<file path="src/design/sctok_pkg.sv">
`timescale 1ns / 1ps
// ----------------------------------------------------------------------------
// Shell command tokenizer package
// Shared types, codes and character constants for the tokenizer block.
// ----------------------------------------------------------------------------
package sctok_pkg;

  // Lexer modes.
  typedef enum logic [3:0] {
    M_IDLE    = 4'd0,
    M_WORD    = 4'd1,
    M_ESC     = 4'd2,
    M_SQ      = 4'd3,
    M_DQ      = 4'd4,
    M_DQ_ESC  = 4'd5,
    M_AMP     = 4'd6,
    M_PIPE    = 4'd7,
    M_GT      = 4'd8,
    M_COMMENT = 4'd9
  } lexer_mode_t;

  // Event codes.
  localparam logic [2:0] EV_BYTE = 3'd0;
  localparam logic [2:0] EV_DONE = 3'd1;
  localparam logic [2:0] EV_OP   = 3'd2;
  localparam logic [2:0] EV_END  = 3'd3;
  localparam logic [2:0] EV_ERR  = 3'd4;

  // Operator codes.
  localparam logic [2:0] OP_SEMI   = 3'd0;
  localparam logic [2:0] OP_AMP    = 3'd1;
  localparam logic [2:0] OP_AND    = 3'd2;
  localparam logic [2:0] OP_PIPE   = 3'd3;
  localparam logic [2:0] OP_OR     = 3'd4;
  localparam logic [2:0] OP_LT     = 3'd5;
  localparam logic [2:0] OP_GT     = 3'd6;
  localparam logic [2:0] OP_APPEND = 3'd7;

  // Error codes.
  localparam logic [1:0] ERR_NONE     = 2'd0;
  localparam logic [1:0] ERR_BSLASH   = 2'd1;
  localparam logic [1:0] ERR_UNCLOSED = 2'd2;

  // Characters.
  localparam logic [7:0] CH_SEMI   = 8'h3B;
  localparam logic [7:0] CH_AMP    = 8'h26;
  localparam logic [7:0] CH_PIPE   = 8'h7C;
  localparam logic [7:0] CH_LT     = 8'h3C;
  localparam logic [7:0] CH_GT     = 8'h3E;
  localparam logic [7:0] CH_HASH   = 8'h23;
  localparam logic [7:0] CH_BSLASH = 8'h5C;
  localparam logic [7:0] CH_SQUOTE = 8'h27;
  localparam logic [7:0] CH_DQUOTE = 8'h22;
  localparam logic [7:0] CH_SPACE  = 8'h20;
  localparam logic [7:0] CH_TAB    = 8'h09;

  // Default depth of the result queue.
  localparam int RES_DEPTH_DEF = 4;

  typedef struct packed {
    logic [2:0] event_res;
    logic [2:0] operator_code;
    logic [7:0] word_byte;
    logic [1:0] error_code;
    logic       last_of_run;
  } tok_result_t;

  // Results of one item, with the mode that it leaves behind.
  typedef struct packed {
    logic [1:0]  n;
    tok_result_t r0;
    tok_result_t r1;
    lexer_mode_t mode;
  } step_t;

  function automatic tok_result_t make_res(logic [2:0] ev, logic [2:0] op,
                                           logic [7:0] wb, logic [1:0] err);
    tok_result_t r;
    r.event_res     = ev;
    r.operator_code = op;
    r.word_byte     = wb;
    r.error_code    = err;
    r.last_of_run   = 1'b0;
    return r;
  endfunction

  function automatic step_t push(step_t s, tok_result_t r);
    step_t o;
    o = s;
    if (s.n == 2'd0) begin
      o.r0 = r;
    end else begin
      o.r1 = r;
    end
    o.n = s.n + 2'd1;
    return o;
  endfunction

endpackage

</file>
<file path="src/design/sctok_if.sv">
`timescale 1ns / 1ps
// ----------------------------------------------------------------------------
// Shell command tokenizer channels
// Input channel (text bytes) and output channel (tokens) with valid/ready.
// ----------------------------------------------------------------------------
interface sctok_in_if;
  logic       valid;
  logic       ready;
  logic       kind;
  logic [7:0] text_byte;

  modport source (output valid, kind, text_byte, input ready);
  modport sink (input valid, kind, text_byte, output ready);
endinterface

interface sctok_out_if;
  logic       valid;
  logic       ready;
  logic [2:0] event_res;
  logic [2:0] operator_code;
  logic [7:0] word_byte;
  logic [1:0] error_code;
  logic       last_of_run;

  modport source (output valid, event_res, operator_code, word_byte, error_code,
                  last_of_run, input ready);
  modport sink (input valid, event_res, operator_code, word_byte, error_code,
                last_of_run, output ready);
endinterface

</file>
<file path="src/design/sctok_lexer.sv">
`timescale 1ns / 1ps
// ----------------------------------------------------------------------------
// Shell command tokenizer lexer
// Holds the lexer mode and works out the results of one item in one pass.
// ----------------------------------------------------------------------------
module sctok_lexer (
  input  logic           clk,
  input  logic           rst,
  input  logic           accept,
  input  logic           kind,
  input  logic [7:0]     text_byte,
  output sctok_pkg::step_t step
);
  import sctok_pkg::*;

  lexer_mode_t mode;

  // Treats c as arriving between tokens, or as continuing a word.
  function automatic step_t start_byte(step_t s_in, logic [7:0] c, logic in_word);
    step_t s;
    logic  is_op;
    logic  is_sp;
    s     = s_in;
    is_op = (c == CH_SEMI) || (c == CH_AMP) || (c == CH_PIPE) ||
            (c == CH_LT) || (c == CH_GT);
    is_sp = (c == CH_SPACE) || (c == CH_TAB);
    if (in_word) begin
      if (is_sp || is_op) begin
        s      = push(s, make_res(EV_DONE, OP_SEMI, 8'd0, ERR_NONE));
        s.mode = M_IDLE;
        if (!is_op) begin
          return s;
        end
      end
    end else begin
      if (is_sp) begin
        return s;
      end
      if (c == CH_HASH) begin
        s.mode = M_COMMENT;
        return s;
      end
    end
    if (is_op) begin
      case (c)
        CH_SEMI: begin
          s.mode = M_IDLE;
          s      = push(s, make_res(EV_OP, OP_SEMI, 8'd0, ERR_NONE));
        end
        CH_LT: begin
          s.mode = M_IDLE;
          s      = push(s, make_res(EV_OP, OP_LT, 8'd0, ERR_NONE));
        end
        CH_AMP:  s.mode = M_AMP;
        CH_PIPE: s.mode = M_PIPE;
        default: s.mode = M_GT;
      endcase
    end else if (c == CH_BSLASH) begin
      s.mode = M_ESC;
    end else if (c == CH_SQUOTE) begin
      s.mode = M_SQ;
    end else if (c == CH_DQUOTE) begin
      s.mode = M_DQ;
    end else begin
      s.mode = M_WORD;
      s      = push(s, make_res(EV_BYTE, OP_SEMI, c, ERR_NONE));
    end
    return s;
  endfunction

  // A pending & | or > either doubles or is emitted before c is handled.
  function automatic step_t pending_op(step_t s_in, logic [7:0] c, logic [7:0] ch,
                                       logic [2:0] op_single, logic [2:0] op_double);
    step_t s;
    s      = s_in;
    s.mode = M_IDLE;
    if (c == ch) begin
      s = push(s, make_res(EV_OP, op_double, 8'd0, ERR_NONE));
    end else begin
      s = push(s, make_res(EV_OP, op_single, 8'd0, ERR_NONE));
      s = start_byte(s, c, 1'b0);
    end
    return s;
  endfunction

  step_t s0;
  step_t s;

  always_comb begin
    s0.n    = 2'd0;
    s0.r0   = make_res(EV_BYTE, OP_SEMI, 8'd0, ERR_NONE);
    s0.r1   = make_res(EV_BYTE, OP_SEMI, 8'd0, ERR_NONE);
    s0.mode = mode;
  end

  always_comb begin
    s = s0;
    if (kind) begin
      s.mode = M_IDLE;
      case (mode)
        M_WORD: begin
          s = push(s, make_res(EV_DONE, OP_SEMI, 8'd0, ERR_NONE));
          s = push(s, make_res(EV_END, OP_SEMI, 8'd0, ERR_NONE));
        end
        M_ESC: s = push(s, make_res(EV_ERR, OP_SEMI, 8'd0, ERR_BSLASH));
        M_SQ, M_DQ, M_DQ_ESC: begin
          s = push(s, make_res(EV_ERR, OP_SEMI, 8'd0, ERR_UNCLOSED));
        end
        M_AMP: begin
          s = push(s, make_res(EV_OP, OP_AMP, 8'd0, ERR_NONE));
          s = push(s, make_res(EV_END, OP_SEMI, 8'd0, ERR_NONE));
        end
        M_PIPE: begin
          s = push(s, make_res(EV_OP, OP_PIPE, 8'd0, ERR_NONE));
          s = push(s, make_res(EV_END, OP_SEMI, 8'd0, ERR_NONE));
        end
        M_GT: begin
          s = push(s, make_res(EV_OP, OP_GT, 8'd0, ERR_NONE));
          s = push(s, make_res(EV_END, OP_SEMI, 8'd0, ERR_NONE));
        end
        default: s = push(s, make_res(EV_END, OP_SEMI, 8'd0, ERR_NONE));
      endcase
    end else begin
      case (mode)
        M_WORD: s = start_byte(s, text_byte, 1'b1);
        M_ESC: begin
          s.mode = M_WORD;
          s      = push(s, make_res(EV_BYTE, OP_SEMI, text_byte, ERR_NONE));
        end
        M_SQ: begin
          if (text_byte == CH_SQUOTE) begin
            s.mode = M_WORD;
          end else begin
            s = push(s, make_res(EV_BYTE, OP_SEMI, text_byte, ERR_NONE));
          end
        end
        M_DQ: begin
          if (text_byte == CH_DQUOTE) begin
            s.mode = M_WORD;
          end else if (text_byte == CH_BSLASH) begin
            s.mode = M_DQ_ESC;
          end else begin
            s = push(s, make_res(EV_BYTE, OP_SEMI, text_byte, ERR_NONE));
          end
        end
        M_DQ_ESC: begin
          s.mode = M_DQ;
          s      = push(s, make_res(EV_BYTE, OP_SEMI, text_byte, ERR_NONE));
        end
        M_AMP:  s = pending_op(s, text_byte, CH_AMP, OP_AMP, OP_AND);
        M_PIPE: s = pending_op(s, text_byte, CH_PIPE, OP_PIPE, OP_OR);
        M_GT:   s = pending_op(s, text_byte, CH_GT, OP_GT, OP_APPEND);
        M_COMMENT: s.mode = M_COMMENT;
        default: begin
          s.mode = M_IDLE;
          s      = start_byte(s, text_byte, 1'b0);
        end
      endcase
    end
    // Mark the final result of this item.
    if (s.n == 2'd2) begin
      s.r1.last_of_run = 1'b1;
    end else if (s.n == 2'd1) begin
      s.r0.last_of_run = 1'b1;
    end
  end

  assign step = s;

  always_ff @(posedge clk) begin
    if (rst) begin
      mode <= M_IDLE;
    end else if (accept) begin
      mode <= s.mode;
    end
  end

`ifndef SYNTHESIS
  a_eot_idle: assert property (@(posedge clk) disable iff (rst)
    accept && kind |=> mode == M_IDLE)
    else $error("mode not idle after end of text");

  a_comment_holds: assert property (@(posedge clk) disable iff (rst)
    accept && !kind && mode == M_COMMENT |=> mode == M_COMMENT)
    else $error("comment left before end of text");

  a_pair_first: assert property (@(posedge clk) disable iff (rst)
    accept && step.n == 2'd2 |->
      (step.r0.event_res == EV_DONE || step.r0.event_res == EV_OP))
    else $error("first of two results is neither word done nor operator");
`endif

endmodule

</file>
<file path="src/design/sctok_result_fifo.sv">
`timescale 1ns / 1ps
// ----------------------------------------------------------------------------
// Shell command tokenizer result queue
// Small register queue that takes up to two results a cycle, gives one while the output is ready.
// ----------------------------------------------------------------------------
module sctok_result_fifo #(
  parameter int DEPTH = sctok_pkg::RES_DEPTH_DEF
) (
  input  logic                       clk,
  input  logic                       rst,
  input  logic                       push,
  input  sctok_pkg::step_t           step,
  output logic [$clog2(DEPTH+1)-1:0] count,
  sctok_out_if.source                tokens
);
  import sctok_pkg::*;

  localparam int PW = (DEPTH > 1) ? $clog2(DEPTH) : 1;
  localparam int CW = $clog2(DEPTH + 1);

  tok_result_t   mem [DEPTH];
  logic [PW-1:0] rd_ptr;
  logic [PW-1:0] wr_ptr;
  logic [PW-1:0] wr_ptr_inc;
  logic [PW-1:0] wr_ptr_next;
  logic [PW-1:0] rd_ptr_next;
  logic [CW-1:0] count_next;
  logic [1:0]    push_n;
  logic          pop;

  function automatic logic [PW-1:0] ptr_inc(logic [PW-1:0] p);
    return (p == PW'(DEPTH - 1)) ? '0 : p + 1'b1;
  endfunction

  assign push_n     = push ? step.n : 2'd0;
  assign pop        = tokens.valid && tokens.ready;
  assign wr_ptr_inc = ptr_inc(wr_ptr);

  always_comb begin
    case (push_n)
      2'd1:    wr_ptr_next = wr_ptr_inc;
      2'd2:    wr_ptr_next = ptr_inc(wr_ptr_inc);
      default: wr_ptr_next = wr_ptr;
    endcase
    rd_ptr_next = pop ? ptr_inc(rd_ptr) : rd_ptr;
    count_next  = count + CW'(push_n) - CW'(pop);
  end

  always_ff @(posedge clk) begin
    if (rst) begin
      rd_ptr <= '0;
      wr_ptr <= '0;
      count  <= '0;
    end else begin
      rd_ptr <= rd_ptr_next;
      wr_ptr <= wr_ptr_next;
      count  <= count_next;
    end
  end

  always_ff @(posedge clk) begin
    if (push_n != 2'd0) begin
      mem[wr_ptr] <= step.r0;
    end
    if (push_n == 2'd2) begin
      mem[wr_ptr_inc] <= step.r1;
    end
  end

  assign tokens.valid         = (count != '0);
  assign tokens.event_res     = mem[rd_ptr].event_res;
  assign tokens.operator_code = mem[rd_ptr].operator_code;
  assign tokens.word_byte     = mem[rd_ptr].word_byte;
  assign tokens.error_code    = mem[rd_ptr].error_code;
  assign tokens.last_of_run   = mem[rd_ptr].last_of_run;

`ifndef SYNTHESIS
  a_no_overflow: assert property (@(posedge clk) disable iff (rst)
    push_n != 2'd0 |-> (CW + 1)'(count) + (CW + 1)'(push_n) <= (CW + 1)'(DEPTH))
    else $error("result queue overflow");

  a_count_bound: assert property (@(posedge clk) disable iff (rst)
    count <= CW'(DEPTH))
    else $error("result queue count out of range");

  a_pop_only: assert property (@(posedge clk) disable iff (rst)
    pop && push_n == 2'd0 |=> count == $past(count) - 1'b1)
    else $error("result queue count did not fall on a pop");
`endif

endmodule

</file>
<file path="src/design/shell_command_tokenizer_unit.sv">
`timescale 1ns / 1ps
// ----------------------------------------------------------------------------
// Shell command tokenizer unit
// Splits a command line, one byte per item, into word bytes, word-done marks,
// operators, line ends and errors.
//   Latency: the first result of an item is shown in the cycle after it is
//   accepted if the queue was empty, else after the results queued before it.
//   Throughput: one item per cycle while each item gives at most one result
//   and results are taken; an item with two results gives them out one at a time.
//   Input ready is held by the result queue, which needs two free entries.
//   Reset returns the lexer to idle between tokens and empties the queue.
// ----------------------------------------------------------------------------
module shell_command_tokenizer_unit #(
  parameter int RES_DEPTH = sctok_pkg::RES_DEPTH_DEF
) (
  input  logic        clk,
  input  logic        rst,
  sctok_in_if.sink    text,
  sctok_out_if.source tokens
);
  import sctok_pkg::*;

  localparam int CW = $clog2(RES_DEPTH + 1);

  step_t         step;
  logic          accept;
  logic [CW-1:0] count;

  assign text.ready = (count <= CW'(RES_DEPTH - 2));
  assign accept     = text.valid && text.ready;

  sctok_lexer u_lexer (
    .clk       (clk),
    .rst       (rst),
    .accept    (accept),
    .kind      (text.kind),
    .text_byte (text.text_byte),
    .step      (step)
  );

  sctok_result_fifo #(
    .DEPTH (RES_DEPTH)
  ) u_fifo (
    .clk    (clk),
    .rst    (rst),
    .push   (accept),
    .step   (step),
    .count  (count),
    .tokens (tokens)
  );

`ifndef SYNTHESIS
  a_eot_yields: assert property (@(posedge clk) disable iff (rst)
    accept && text.kind |-> step.n != 2'd0)
    else $error("end of text gave no result");

  a_valid_after_result: assert property (@(posedge clk) disable iff (rst)
    accept && step.n != 2'd0 |=> tokens.valid)
    else $error("result not shown after accepted item");

  a_last_marked: assert property (@(posedge clk) disable iff (rst)
    accept && step.n == 2'd2 |-> step.r1.last_of_run && !step.r0.last_of_run)
    else $error("last-of-run mark misplaced");
`endif

endmodule

</file>
<file path="src/flat_wrapper.sv">
// flat-port wrapper written by rule: the top's interface ports become plain ports
module shell_command_tokenizer_unit_flat import sctok_pkg::*;
#(
  parameter int RES_DEPTH = sctok_pkg::RES_DEPTH_DEF
)
  (clk, rst, text_valid, text_kind, text_text_byte, text_ready, tokens_valid, tokens_event_res, tokens_operator_code, tokens_word_byte, tokens_error_code, tokens_last_of_run, tokens_ready);
  sctok_in_if text_i ();
  sctok_out_if tokens_i ();
  input  logic clk;
  input  logic rst;
  input wire logic [$bits(text_i.valid)-1:0] text_valid;
  input wire logic [$bits(text_i.kind)-1:0] text_kind;
  input wire logic [$bits(text_i.text_byte)-1:0] text_text_byte;
  output wire logic [$bits(text_i.ready)-1:0] text_ready;
  output wire logic [$bits(tokens_i.valid)-1:0] tokens_valid;
  output wire logic [$bits(tokens_i.event_res)-1:0] tokens_event_res;
  output wire logic [$bits(tokens_i.operator_code)-1:0] tokens_operator_code;
  output wire logic [$bits(tokens_i.word_byte)-1:0] tokens_word_byte;
  output wire logic [$bits(tokens_i.error_code)-1:0] tokens_error_code;
  output wire logic [$bits(tokens_i.last_of_run)-1:0] tokens_last_of_run;
  input wire logic [$bits(tokens_i.ready)-1:0] tokens_ready;
  assign text_i.valid = text_valid;
  assign text_i.kind = text_kind;
  assign text_i.text_byte = text_text_byte;
  assign text_ready = text_i.ready;
  assign tokens_valid = tokens_i.valid;
  assign tokens_event_res = tokens_i.event_res;
  assign tokens_operator_code = tokens_i.operator_code;
  assign tokens_word_byte = tokens_i.word_byte;
  assign tokens_error_code = tokens_i.error_code;
  assign tokens_last_of_run = tokens_i.last_of_run;
  assign tokens_i.ready = tokens_ready;
  shell_command_tokenizer_unit #(.RES_DEPTH(RES_DEPTH)) u_core (.clk(clk), .rst(rst), .text(text_i), .tokens(tokens_i));
endmodule
</file>
<file path="config.mk">
export PLATFORM = sky130hd
export DESIGN_NAME = shell_command_tokenizer_unit_flat
export DESIGN_NICKNAME = d
export VERILOG_FILES = /design/src/design/sctok_pkg.sv /design/src/design/sctok_if.sv /design/src/design/sctok_lexer.sv /design/src/design/sctok_result_fifo.sv /design/src/design/shell_command_tokenizer_unit.sv /design/src/flat_wrapper.sv
export SDC_FILE = /design/constraint.sdc
export NUM_CORES = 1
export LEC_CHECK = 0
export BUFFER_PORTS_ARGS = -buffer_cell sky130_fd_sc_hd__buf_2
export CAP_MARGIN = 30
export CORE_MARGIN = 2
export CORE_UTILIZATION = 46
export CTS_BUF_LIST = sky130_fd_sc_hd__clkbuf_8
export CTS_CLUSTER_DIAMETER = 80
export DETAILED_ROUTE_END_ITERATION = 12
export PLACE_DENSITY = 0.65
export SLEW_MARGIN = 0
export SYNTH_ARGS = -nofsm -noshare
export SYNTH_HDL_FRONTEND = slang
export SYNTH_SLANG_ARGS = --single-unit
</file>
<file path="constraint.sdc">
create_clock -name clk -period 5.7 [get_ports clk]
set_clock_uncertainty 0.15 [all_clocks]
set_input_delay 0.285 -clock clk [delete_from_list [all_inputs] [get_ports clk]]
set_output_delay 0.285 -clock clk [all_outputs]
set_load 0.05 [all_outputs]
</file>
# == Yosys cells after proc, flatten, opt, wreduce, memory -nomap -nowiden ==
# Memories as Yosys holds them, arrays and structs flattened. A register that Yosys moved wholly into a read port is not among the register bits.
# Cells that the tools add are included.
# word_totals
input_bits,13
ff_bits,11
elab_cells,176
out_inout_bits,19
memories,1
ram_bits,68
# memory_table
memory,words,width,read_ports,rd_clocked_by_memory_dff,write_ports,line_no,text
u_core.u_fifo.mem,4,17,1,1,2,sctok_result_fifo.sv:21,tok_result_t mem [DEPTH];
# classes
n_mux,118
reduce_logical,17
order_cmp,1
n_eq_ne,29
n_addsub,6
# ops
cell,n
2-to-1 mux 40 bit,30
2-to-1 mux 36 bit,13
one-hot mux 36 bit (2 select lines),4
one-hot mux 36 bit (8 select lines),1
one-hot mux 40 bit (6 select lines),1
2-to-1 mux 35 bit,5
2-to-1 mux 17 bit,6
one-hot mux 35 bit (2 select lines),1
equality test 8 x 6 -> 1 bit (second input constant),8
2-to-1 mux 1 bit,39
2-to-1 mux 39 bit,1
one-hot mux 4 bit (9 select lines),1
equality test 4 x 3 -> 1 bit (second input constant),4
equality test 8 x 7 -> 1 bit (second input constant),2
2-to-1 mux 4 bit,4
one-hot mux 4 bit (2 select lines),2
2-to-1 mux 2 bit,6
one-hot mux 4 bit (3 select lines),1
equality test 2 bit (second input constant),5
OR reduction 9 bit,1
adder 2 x 1 -> 2 bit (second input constant),4
equality test 4 x 2 -> 1 bit (second input constant),2
equality test 4 bit (second input constant),2
equality test 8 x 4 -> 1 bit (second input constant),1
17 further kinds,27

# == Logic depth before layout (Yosys ltp) ==
# Gate-level depths: netlist (run 1).
# logic_depth
ltp_word,22
depth_mapped,18
depth_no_buf,16

# == Cells and area by module ==
# A second synthesis (run 1) with hierarchy kept.
# unflattened
hier_cells,481
area_unflattened_um2,5535.3
# modules_own_cells
mod,instances,area_per_inst_um2,seq_area_each_um2,cells_each
sctok_result_fifo,1,3920.0,2222.1,228
sctok_lexer,1,1600.3,80.1,251
shell_command_tokenizer_unit,1,15.0,0.0,2

# == Least setup slack after synthesis (run 1) ==
# Ideal clock, no wire load.
# synth_path
path_type,input port to flip-flop
from,input text_text_byte[4]
to,register u_core.u_fifo.count[2]
path_slack_ns,1.879
setup_ns,0.128
path_stages,17
n_path_buf,1
required_time_ns,5.422
arrival_time_ns,3.544
cell_sequence,buf_2 or4_1 a21o_1 nand4_2 ha_1 a311oi_1 or3_1 nand4_1 and3_4 nand3_1 ha_1 inv_1 ha_1 fa_1 xor2_1 xnor2_1 nor2_1
# synth_between
elab_chain_cells,20
elab_cells_between_ends,102
classes_between,add/sub: 3; eq/ne: 11; mux: 82; reduce/logical: 6
# synth_lines
element,line_no,text
from (decl),flat_wrapper.sv:13,input wire logic [$bits(text_i.text_byte)-1:0] text_text_byte;
equality test 8 x 6 -> 1 bit (on tied branches),"sctok_lexer.sv:24, sctok_lexer.sv:45, sctok_lexer.sv:77",
logical OR 1 bit (3 in series),sctok_lexer.sv:24,is_op = (c == CH_SEMI) || (c == CH_AMP) || (c == CH_PIPE) ||
logical OR 1 bit,sctok_lexer.sv:25,(c == CH_LT) || (c == CH_GT);
logical OR 1 bit,sctok_lexer.sv:28,if (is_sp || is_op) begin
2-to-1 mux 39 bit,sctok_lexer.sv:28,
2-to-1 mux 40 bit,sctok_lexer.sv:124,case (mode)
2-to-1 mux 40 bit,sctok_lexer.sv:98,if (kind) begin
adder 2 x 1 -> 2 bit,sctok_pkg.sv:95,o.n = s.n + 2'd1;
2-to-1 mux 36 bit,sctok_lexer.sv:62,end else if (c == CH_DQUOTE) begin
2-to-1 mux 36 bit,sctok_lexer.sv:60,end else if (c == CH_SQUOTE) begin
2-to-1 mux 36 bit,sctok_lexer.sv:58,end else if (c == CH_BSLASH) begin
2-to-1 mux 40 bit (2 in series),sctok_lexer.sv:44,if (is_op) begin
one-hot mux 36 bit (8 select lines) (*),sctok_lexer.sv:124,
2-to-1 mux 40 bit (*),sctok_lexer.sv:98,
2-to-1 mux 2 bit (*),sctok_result_fifo.sv:35,assign push_n = push ? step.n : 2'd0;
adder 3 x 2 -> 3 bit (*),sctok_result_fifo.sv:46,count_next = count + CW'(push_n) - CW'(pop);
subtractor 3 x 1 -> 3 bit (*),sctok_result_fifo.sv:46,
to (signal assigned),sctok_result_fifo.sv:57,count <= count_next;
to (decl),sctok_result_fifo.sv:13,"output logic [$clog2(DEPTH+1)-1:0] count,"
# Mark *: on every way between the ends. The rest lies on a longest branch, timed or not. The select of a mux whose other input is x is not followed.
# A chain may end at the register's enable or synchronous reset.

==> results of run 1 <==
==> stage by stage <==
step	hold WS [ns]	total power, µW
detailed placement	0.3013	1446
floorplan	0.2066	1284
CTS	0.07578	1905
finish	0.08499	1904
global placement	0.2841	1432
global route	0.1059	1985
==> cells in the final DEF, fill, tap and decap left out, types with 3 or more instances in the layout <==
master / Yosys / routed
a31oi_1: 13 / 13
a21o_1: 3 / 3
o21ai_1: 4 / 4
and3_1: 3 / 3
inv_1: 16 / 17
o22ai_1: 43 / 43
edfxtp_1: 52 / 52
o32ai_1: 5 / 5
a311oi_1: 4 / 4
nand4bb_1: 4 / 4
nor2b_1: 15 / 15
buf_4: 1 / 4
o21ai_0: 25 / 25
nand3_1: 13 / 13
o221ai_1: 4 / 4
nor2_1: 16 / 16
nand4_1: 5 / 5
o2bb2ai_1: 4 / 4
nand2b_1: 3 / 3
a211oi_1: 6 / 6
mux4_2: 17 / 17
buf_2: 8 / 31
dfxtp_1: 29 / 29
nand2_1: 58 / 58
nor3_1: 6 / 6
ha_1: 12 / 12
clkbuf_8: 0 / 9
a32oi_1: 3 / 3
or3_1: 5 / 5
a21oi_1: 26 / 26
nor4_1: 3 / 3
and2_1: 8 / 8
a22o_1: 8 / 8
==> worst reg2reg max path, stage by stage, from the launching register on <==
cell and delay [ns]:
dfxtp_1 0.72, nand4b_1 0.41, a41oi_1 0.48, a211oi_1 0.24, nor4b_2 0.33, a31oi_1 0.09, and2_4 0.23, nor2_1 0.09
ha_1 0.44, nand2_1 0.40, nand2_1 0.57, o32ai_1 0.23
==> state kept, by name, summed over array words and instances (netlist names), named ones only <==
name	flops
u_core.u_fifo.mem	68
u_core.u_lexer.mode	4
u_core.u_fifo.rd_ptr	2
u_core.u_fifo.count	3
u_core.u_fifo.wr_ptr	2
==> path summary, 6_finish.rpt <==
kind	endpoint	slack, ns	depth (start not counted)
max reg2reg	u_core.u_fifo.mem[2][0]	1.03	11
min	u_core.u_fifo.count[2]	0.08	2
min reg2reg	u_core.u_fifo.mem[1][16]	0.32	2
max	u_core.u_fifo.mem[2][0]	1.03	11
==> kinds of logic after synthesis <==
family,count (synthesis),synth area share
AND/OR/NAND/NOR,167,0.1884
adder cells (fa/ha/maj),13,0.03389
XOR/XNOR,3,0.005234
multiplexers,18,0.07825
AO/OA/AOI/OAI,167,0.2245
flip-flops,81,0.4266
buffers and inverters,50,0.04311
==> cell type report <==
cell class	count	area, µm²
clock buffers	9	123.9
well taps	140	175.2
flip-flops and latches	81	2142
clock inverters	7	95.09
multi-input cells	368	2663
fillers	990	5289
repair buffers	36	190.2
inverters	18	67.56
==> routing by layer <==
metal,global-route usage,wire [µm],vias to the layer above
met1,0.3595,6322,2154
met4,0.1227,575,0
met2,0.4353,7305,248
met3,0.04702,1155,43
met5,0,0,-
li1,-,-,1994
==> cell usage after synthesis (all sizes together), types with 3 or more instances <==
master,n
dfxtp,29
and3,5
buf,14
nor2b,15
o221ai,4
ha,12
edfxtp,52
mux4,17
a32oi,3
or2,3
nand4bb,4
and2,10
nor2,16
a31oi,13
nor4,3
a21oi,26
nand2,58
o32ai,5
nand2b,3
o21ai,29
inv,17
a211oi,6
a21o,3
nor3,7
a311oi,4
or3,6
nand4,6
nand3,13
o22ai,43
clkbuf,18
o2bb2ai,4
a22o,8
==> where the power goes <==
group,switching [µW],total [µW],leakage (µW),internal (µW)
clock,224,471,0.000115,248
sequential,44.7,761,0.000665,717
combinational,460,671,0.00106,211
==> metrics.cfg, run 1 <==
[worst_setup_path]
cpPeakStageDelay_ns=0.72
path_buf_inv=0
critical_path_arrival_ns=4.59
required_ns=5.62
cp_slowest_cell=dfxtp_1
critPathLaunchType=register
end_kind=register
cp_cell_sequence=nand4b_1, a41oi_1, a211oi_1, nor4b_2, a31oi_1, and2_4, nor2_1, ha_1, nand2_1, nand2_1, o32ai_1
crit_fanout=19
crit_family=simple AND/OR/NAND/NOR gates
r2r_start=u_core.u_lexer.mode[1]
path_class=register to register
cpMostUsedCell=nand2_1
cp-startpoint=u_core.u_lexer.mode[1]

[synthesis]
synth.yosys.seq_area_share=0.4266
yosys_warnings=0
synth-async-reset-ratio=0
synth_cell_types=74
synth_area_leaders=edfxtp_1 31%, dfxtp_1 12%, mux4_2 7.6%, o22ai_1 5.4%, nand2_1 4.3%
syn_avg_cell_area_um2=10.06
synth_top_cell_by_area=edfxtp_1
synth_ff_type=edfxtp_1
postSynthCellCount=499
netlist_area_mm2=0.005021
synth-seq-cells=81
syn_nets=525
synth_top_area_share=0.3110
synth-edff-count=52

[cells_and_area]
area_growth_pct=8.672
final_area_mm2=0.005456
layout.nets=540
fin_cells=659
drive_above_1_share=0.1676
num_antenna_cells=0
fin_util=0.5078

[place]
placedInstanceArea_mm2=0.005233
place_ws_ns=1.064
dp.cells=642
dp_hpwl_mm=11.16
gp_congestion=1.009
portBuffers=31

[routing]
dr.pass1.iters=5
ant_nets=0
vias=4439
drt-total-wl_mm=15.36
wl_per_cell_um=23.31
drc=0
via_per_inst=6.736
drtIter0Drc=356

[clocking]
htreeDepth=3
clock_sink_count=81
cts_tree=done
numCtsBuffers=9
clkTransAtPathRegs_ns=0.09
ctsHoldBuffers=0
clk_path_buf_depth=2
post-cts-setup-buffer-count=0
insertion_delay_ns=0.36
root_buffer=clkbuf_8
post_cts_resized=0

[sta]
setup_tns_ns=0
fmax_mhz=214.0
rsz0062_at_grt=false
worst_slack_ns=1.026
post-route-period-util=0.8200
final_max_slew_viol_count=0
relSlewSlack=0.4099
setup_viol=0
post-route-min-period_ns=4.674
hold_viol=0
worst_pin_slew_ns=0.8799

[grt]
grt_pass1_wl_mm=23.88
grt_pass1_vias=4218
grt_max_degree=20
grt_use_total=0.2716
grt_overflow=0
grt_antenna_before_repair=0

[run]
drv_cap=0

[floorplanning]
initial_utilization=0.4673
ios=32
die_w_um=108.5
die_y_um=108.5
dieArea_mm2=0.01177
fp-row-count=38
core-area_mm2=0.01075

[outcome]
status=finished clean

[power_and_ir_drop]
leakagePower_uw=0.001839
powerDensity_mw_per_mm2=348.9
vdd_ir_drop_max_mv=0.1950

[hold_path]
hp-class=input pin to register
hp-start=rst

(Power assumes the default switching activity.)
==> inputs of run 2 (changes only) <==
==> constraint.sdc (replaced) <==
create_clock -name clk -period 4.8 [get_ports clk]
set_clock_uncertainty 0.15 [all_clocks]
set_input_delay 0.24 -clock clk [delete_from_list [all_inputs] [get_ports clk]]
set_output_delay 0.24 -clock clk [all_outputs]
set_load 0.05 [all_outputs]
==> run 2 against run 1 <==
  * Routed wire length decreased by 4.8%
  * First-iteration DRC count increased by 2.0%
  * Clock-buffer cell count unchanged
  * Combinational power increased by 21%
  * Largest power group unchanged
  * Cell count increased by 2.1%
  * Sequential share of layout area decreased by 0.53 points
  * Via count increased by 0.90%
  * Final area increased by 1.4%
  * Clock power about the same
  * Power increased by 15%
  * Setup slack got worse by 0.48 ns
  * Utilization increased by 0.70 points
==> metrics.cfg, run 2 (same netlist as run 1, synthesis figures left out) <==
[worst_setup_path]
critical_path_arrival_ns=4.16  ; -0.43 ns
path_class=register to register
crit_fanout=22  ; +3
critPathLaunchType=register
required_ns=4.71  ; -0.91 ns
r2r_start=u_core.u_lexer.mode[3]
end_kind=register
cp-startpoint=u_core.u_lexer.mode[3]
r2r_cells=12  ; +1
rrSetupSlack_ns=0.55  ; -0.48 ns
critPathCapture=u_core.u_fifo.mem[2][15]
r2r-end=u_core.u_fifo.mem[2][15]

[clocking]
insertion_delay_ns=0.35  ; about the same
post-cts-setup-buffer-count=0  ; unchanged
numCtsBuffers=9  ; unchanged
root_buffer=clkbuf_8
clk_path_buf_depth=2  ; unchanged
clkTransAtPathRegs_ns=0.08  ; about the same
post_cts_resized=0  ; unchanged
cts_tree=done
ctsHoldBuffers=0  ; unchanged
clock_sink_count=81  ; unchanged
htreeDepth=3  ; unchanged

[grt]
grt_pass1_vias=4264  ; +1.1%
grt_antenna_before_repair=0  ; unchanged
grt_max_degree=23  ; +15%
grt_pass1_wl_mm=23.40  ; -2.0%
grt_use_total=0.2625  ; -0.009146
grt_overflow=0  ; unchanged

[floorplanning]
die_y_um=108.5  ; unchanged
ios=32  ; unchanged
core-area_mm2=0.01075  ; unchanged
dieArea_mm2=0.01177  ; unchanged
fp-row-count=38  ; unchanged
die_w_um=108.5  ; unchanged
initial_utilization=0.4673  ; unchanged

[run]
drv_cap=0  ; unchanged

[sta]
hold_viol=0  ; unchanged
worst_pin_slew_ns=1.115  ; +0.2350 ns
setup_viol=0  ; unchanged
rsz0062_at_grt=false
setup_tns_ns=0  ; unchanged
post-route-period-util=0.8853  ; +0.06534
fin_hold_ws_ns=0.05614  ; -0.02886 ns
final_max_slew_viol_count=0  ; unchanged
fmax_mhz=235.3  ; +10%
relSlewSlack=0.2473  ; -0.1626
post-route-min-period_ns=4.249  ; -0.4243 ns

[cells_and_area]
num_antenna_cells=0  ; unchanged
drive_above_1_share=0.1876  ; +0.01999
fin_cells=673  ; +2.1%
largest_register_ffs=68  ; unchanged
max_flop_register=u_core.u_fifo.mem
final_cell_mix=58 x nand2_1, 52 x edfxtp_1, 43 x o22ai_1
area_growth_pct=10.17
final_area_mm2=0.005532  ; +1.4%
final_common_cell=nand2_1
top_regs=u_core.u_fifo.mem: 68 flops, u_core.u_lexer.mode: 4 flops, u_core.u_fifo.count: 3 flops
layout.nets=554  ; +2.6%

[place]
dp_hpwl_mm=10.66  ; -4.5%
gp_congestion=0.9905  ; -1.8%
placedInstanceArea_mm2=0.005345  ; +2.2%
portBuffers=31  ; unchanged
dp.cells=657  ; +2.3%

[routing]
drt-total-wl_mm=14.63  ; -4.8%
via_per_inst=6.655  ; -1.2%
wl_per_cell_um=21.73  ; -6.7%
ant_nets=0  ; unchanged
drtIter0Drc=363  ; +2.0%
vias=4479  ; +0.90%
drc=0  ; unchanged
dr.pass1.iters=5  ; unchanged

[power_and_ir_drop]
leakagePower_uw=0.001891  ; +2.8%
powerDensity_mw_per_mm2=394.4  ; +13%
vdd_ir_drop_max_mv=0.2100  ; +7.7%

[outcome]
status=finished clean

[hold_path]
hp-class=input pin to register

## run 2: power by group
part / switching (µW) / internal (µW) / total, µW
registers: 46.4 / 851 / 897
logic: 552 / 261 / 813
clock network: 236 / 236 / 471
## run 2: area by class of cell
cell class	instances	area, µm²
clock buffer	9	123.9
clock inverter	7	62.56
fill	1034	5214
inverter	18	67.56
multi-input combinational	368	2663
sequential	81	2142
tap	140	175.2
timing repair buffer	50	297.8
## run 2: worst min path at each step
stage                              from                       end  slack (ns)  depth (start not counted)
2_1_floorplan                       rst    u_core.u_fifo.count[0]        0.16                          1
3_3_place_gp    u_core.u_fifo.mem[3][1]   u_core.u_fifo.mem[3][1]        0.29                          2
3_5_place_dp   u_core.u_fifo.mem[0][16]  u_core.u_fifo.mem[0][16]        0.29                          2
4_1_cts                             rst    u_core.u_lexer.mode[3]        0.05                          2
5_1_grt                             rst    u_core.u_fifo.count[1]        0.08                          2
6_report                            rst    u_core.u_fifo.count[2]        0.06                          2
## run 2: metal layers
| layer | track usage | share of wire | vias to the layer above |
|---|---|---|---|
| met5 | 0 | 0 | - |
| met4 | 0.1172 | 0.030 | 0 |
| met3 | 0.04099 | 0.081 | 37 |
| met2 | 0.4174 | 0.48 | 237 |
| met1 | 0.3540 | 0.41 | 2183 |
| li1 | - | - | 2022 |
## run 2: per-stage QoR
step	utilization	total power (µW)	setup WS, ns
final	0.5148	2181	0.5506
after global placement	0.4974	1715	0.4742
after floorplan	-	1524	1.024
after CTS	0.5148	2190	0.6155
after detailed placement	0.4974	1724	0.3834
after global routing	0.5148	2291	0.2131
## run 2: critical path: stages (launching register included)
cell	delay, ns
dfxtp_1	0.79
nor2b_1	0.17
nand2_1	0.30
o22ai_1	0.14
nor4_1	0.39
nand4_1	0.17
and3_4	0.23
nand3_1	0.14
ha_1	0.45
nand2_1	0.16
buf_4	0.22
nand2_1	0.44
o22ai_1	0.19
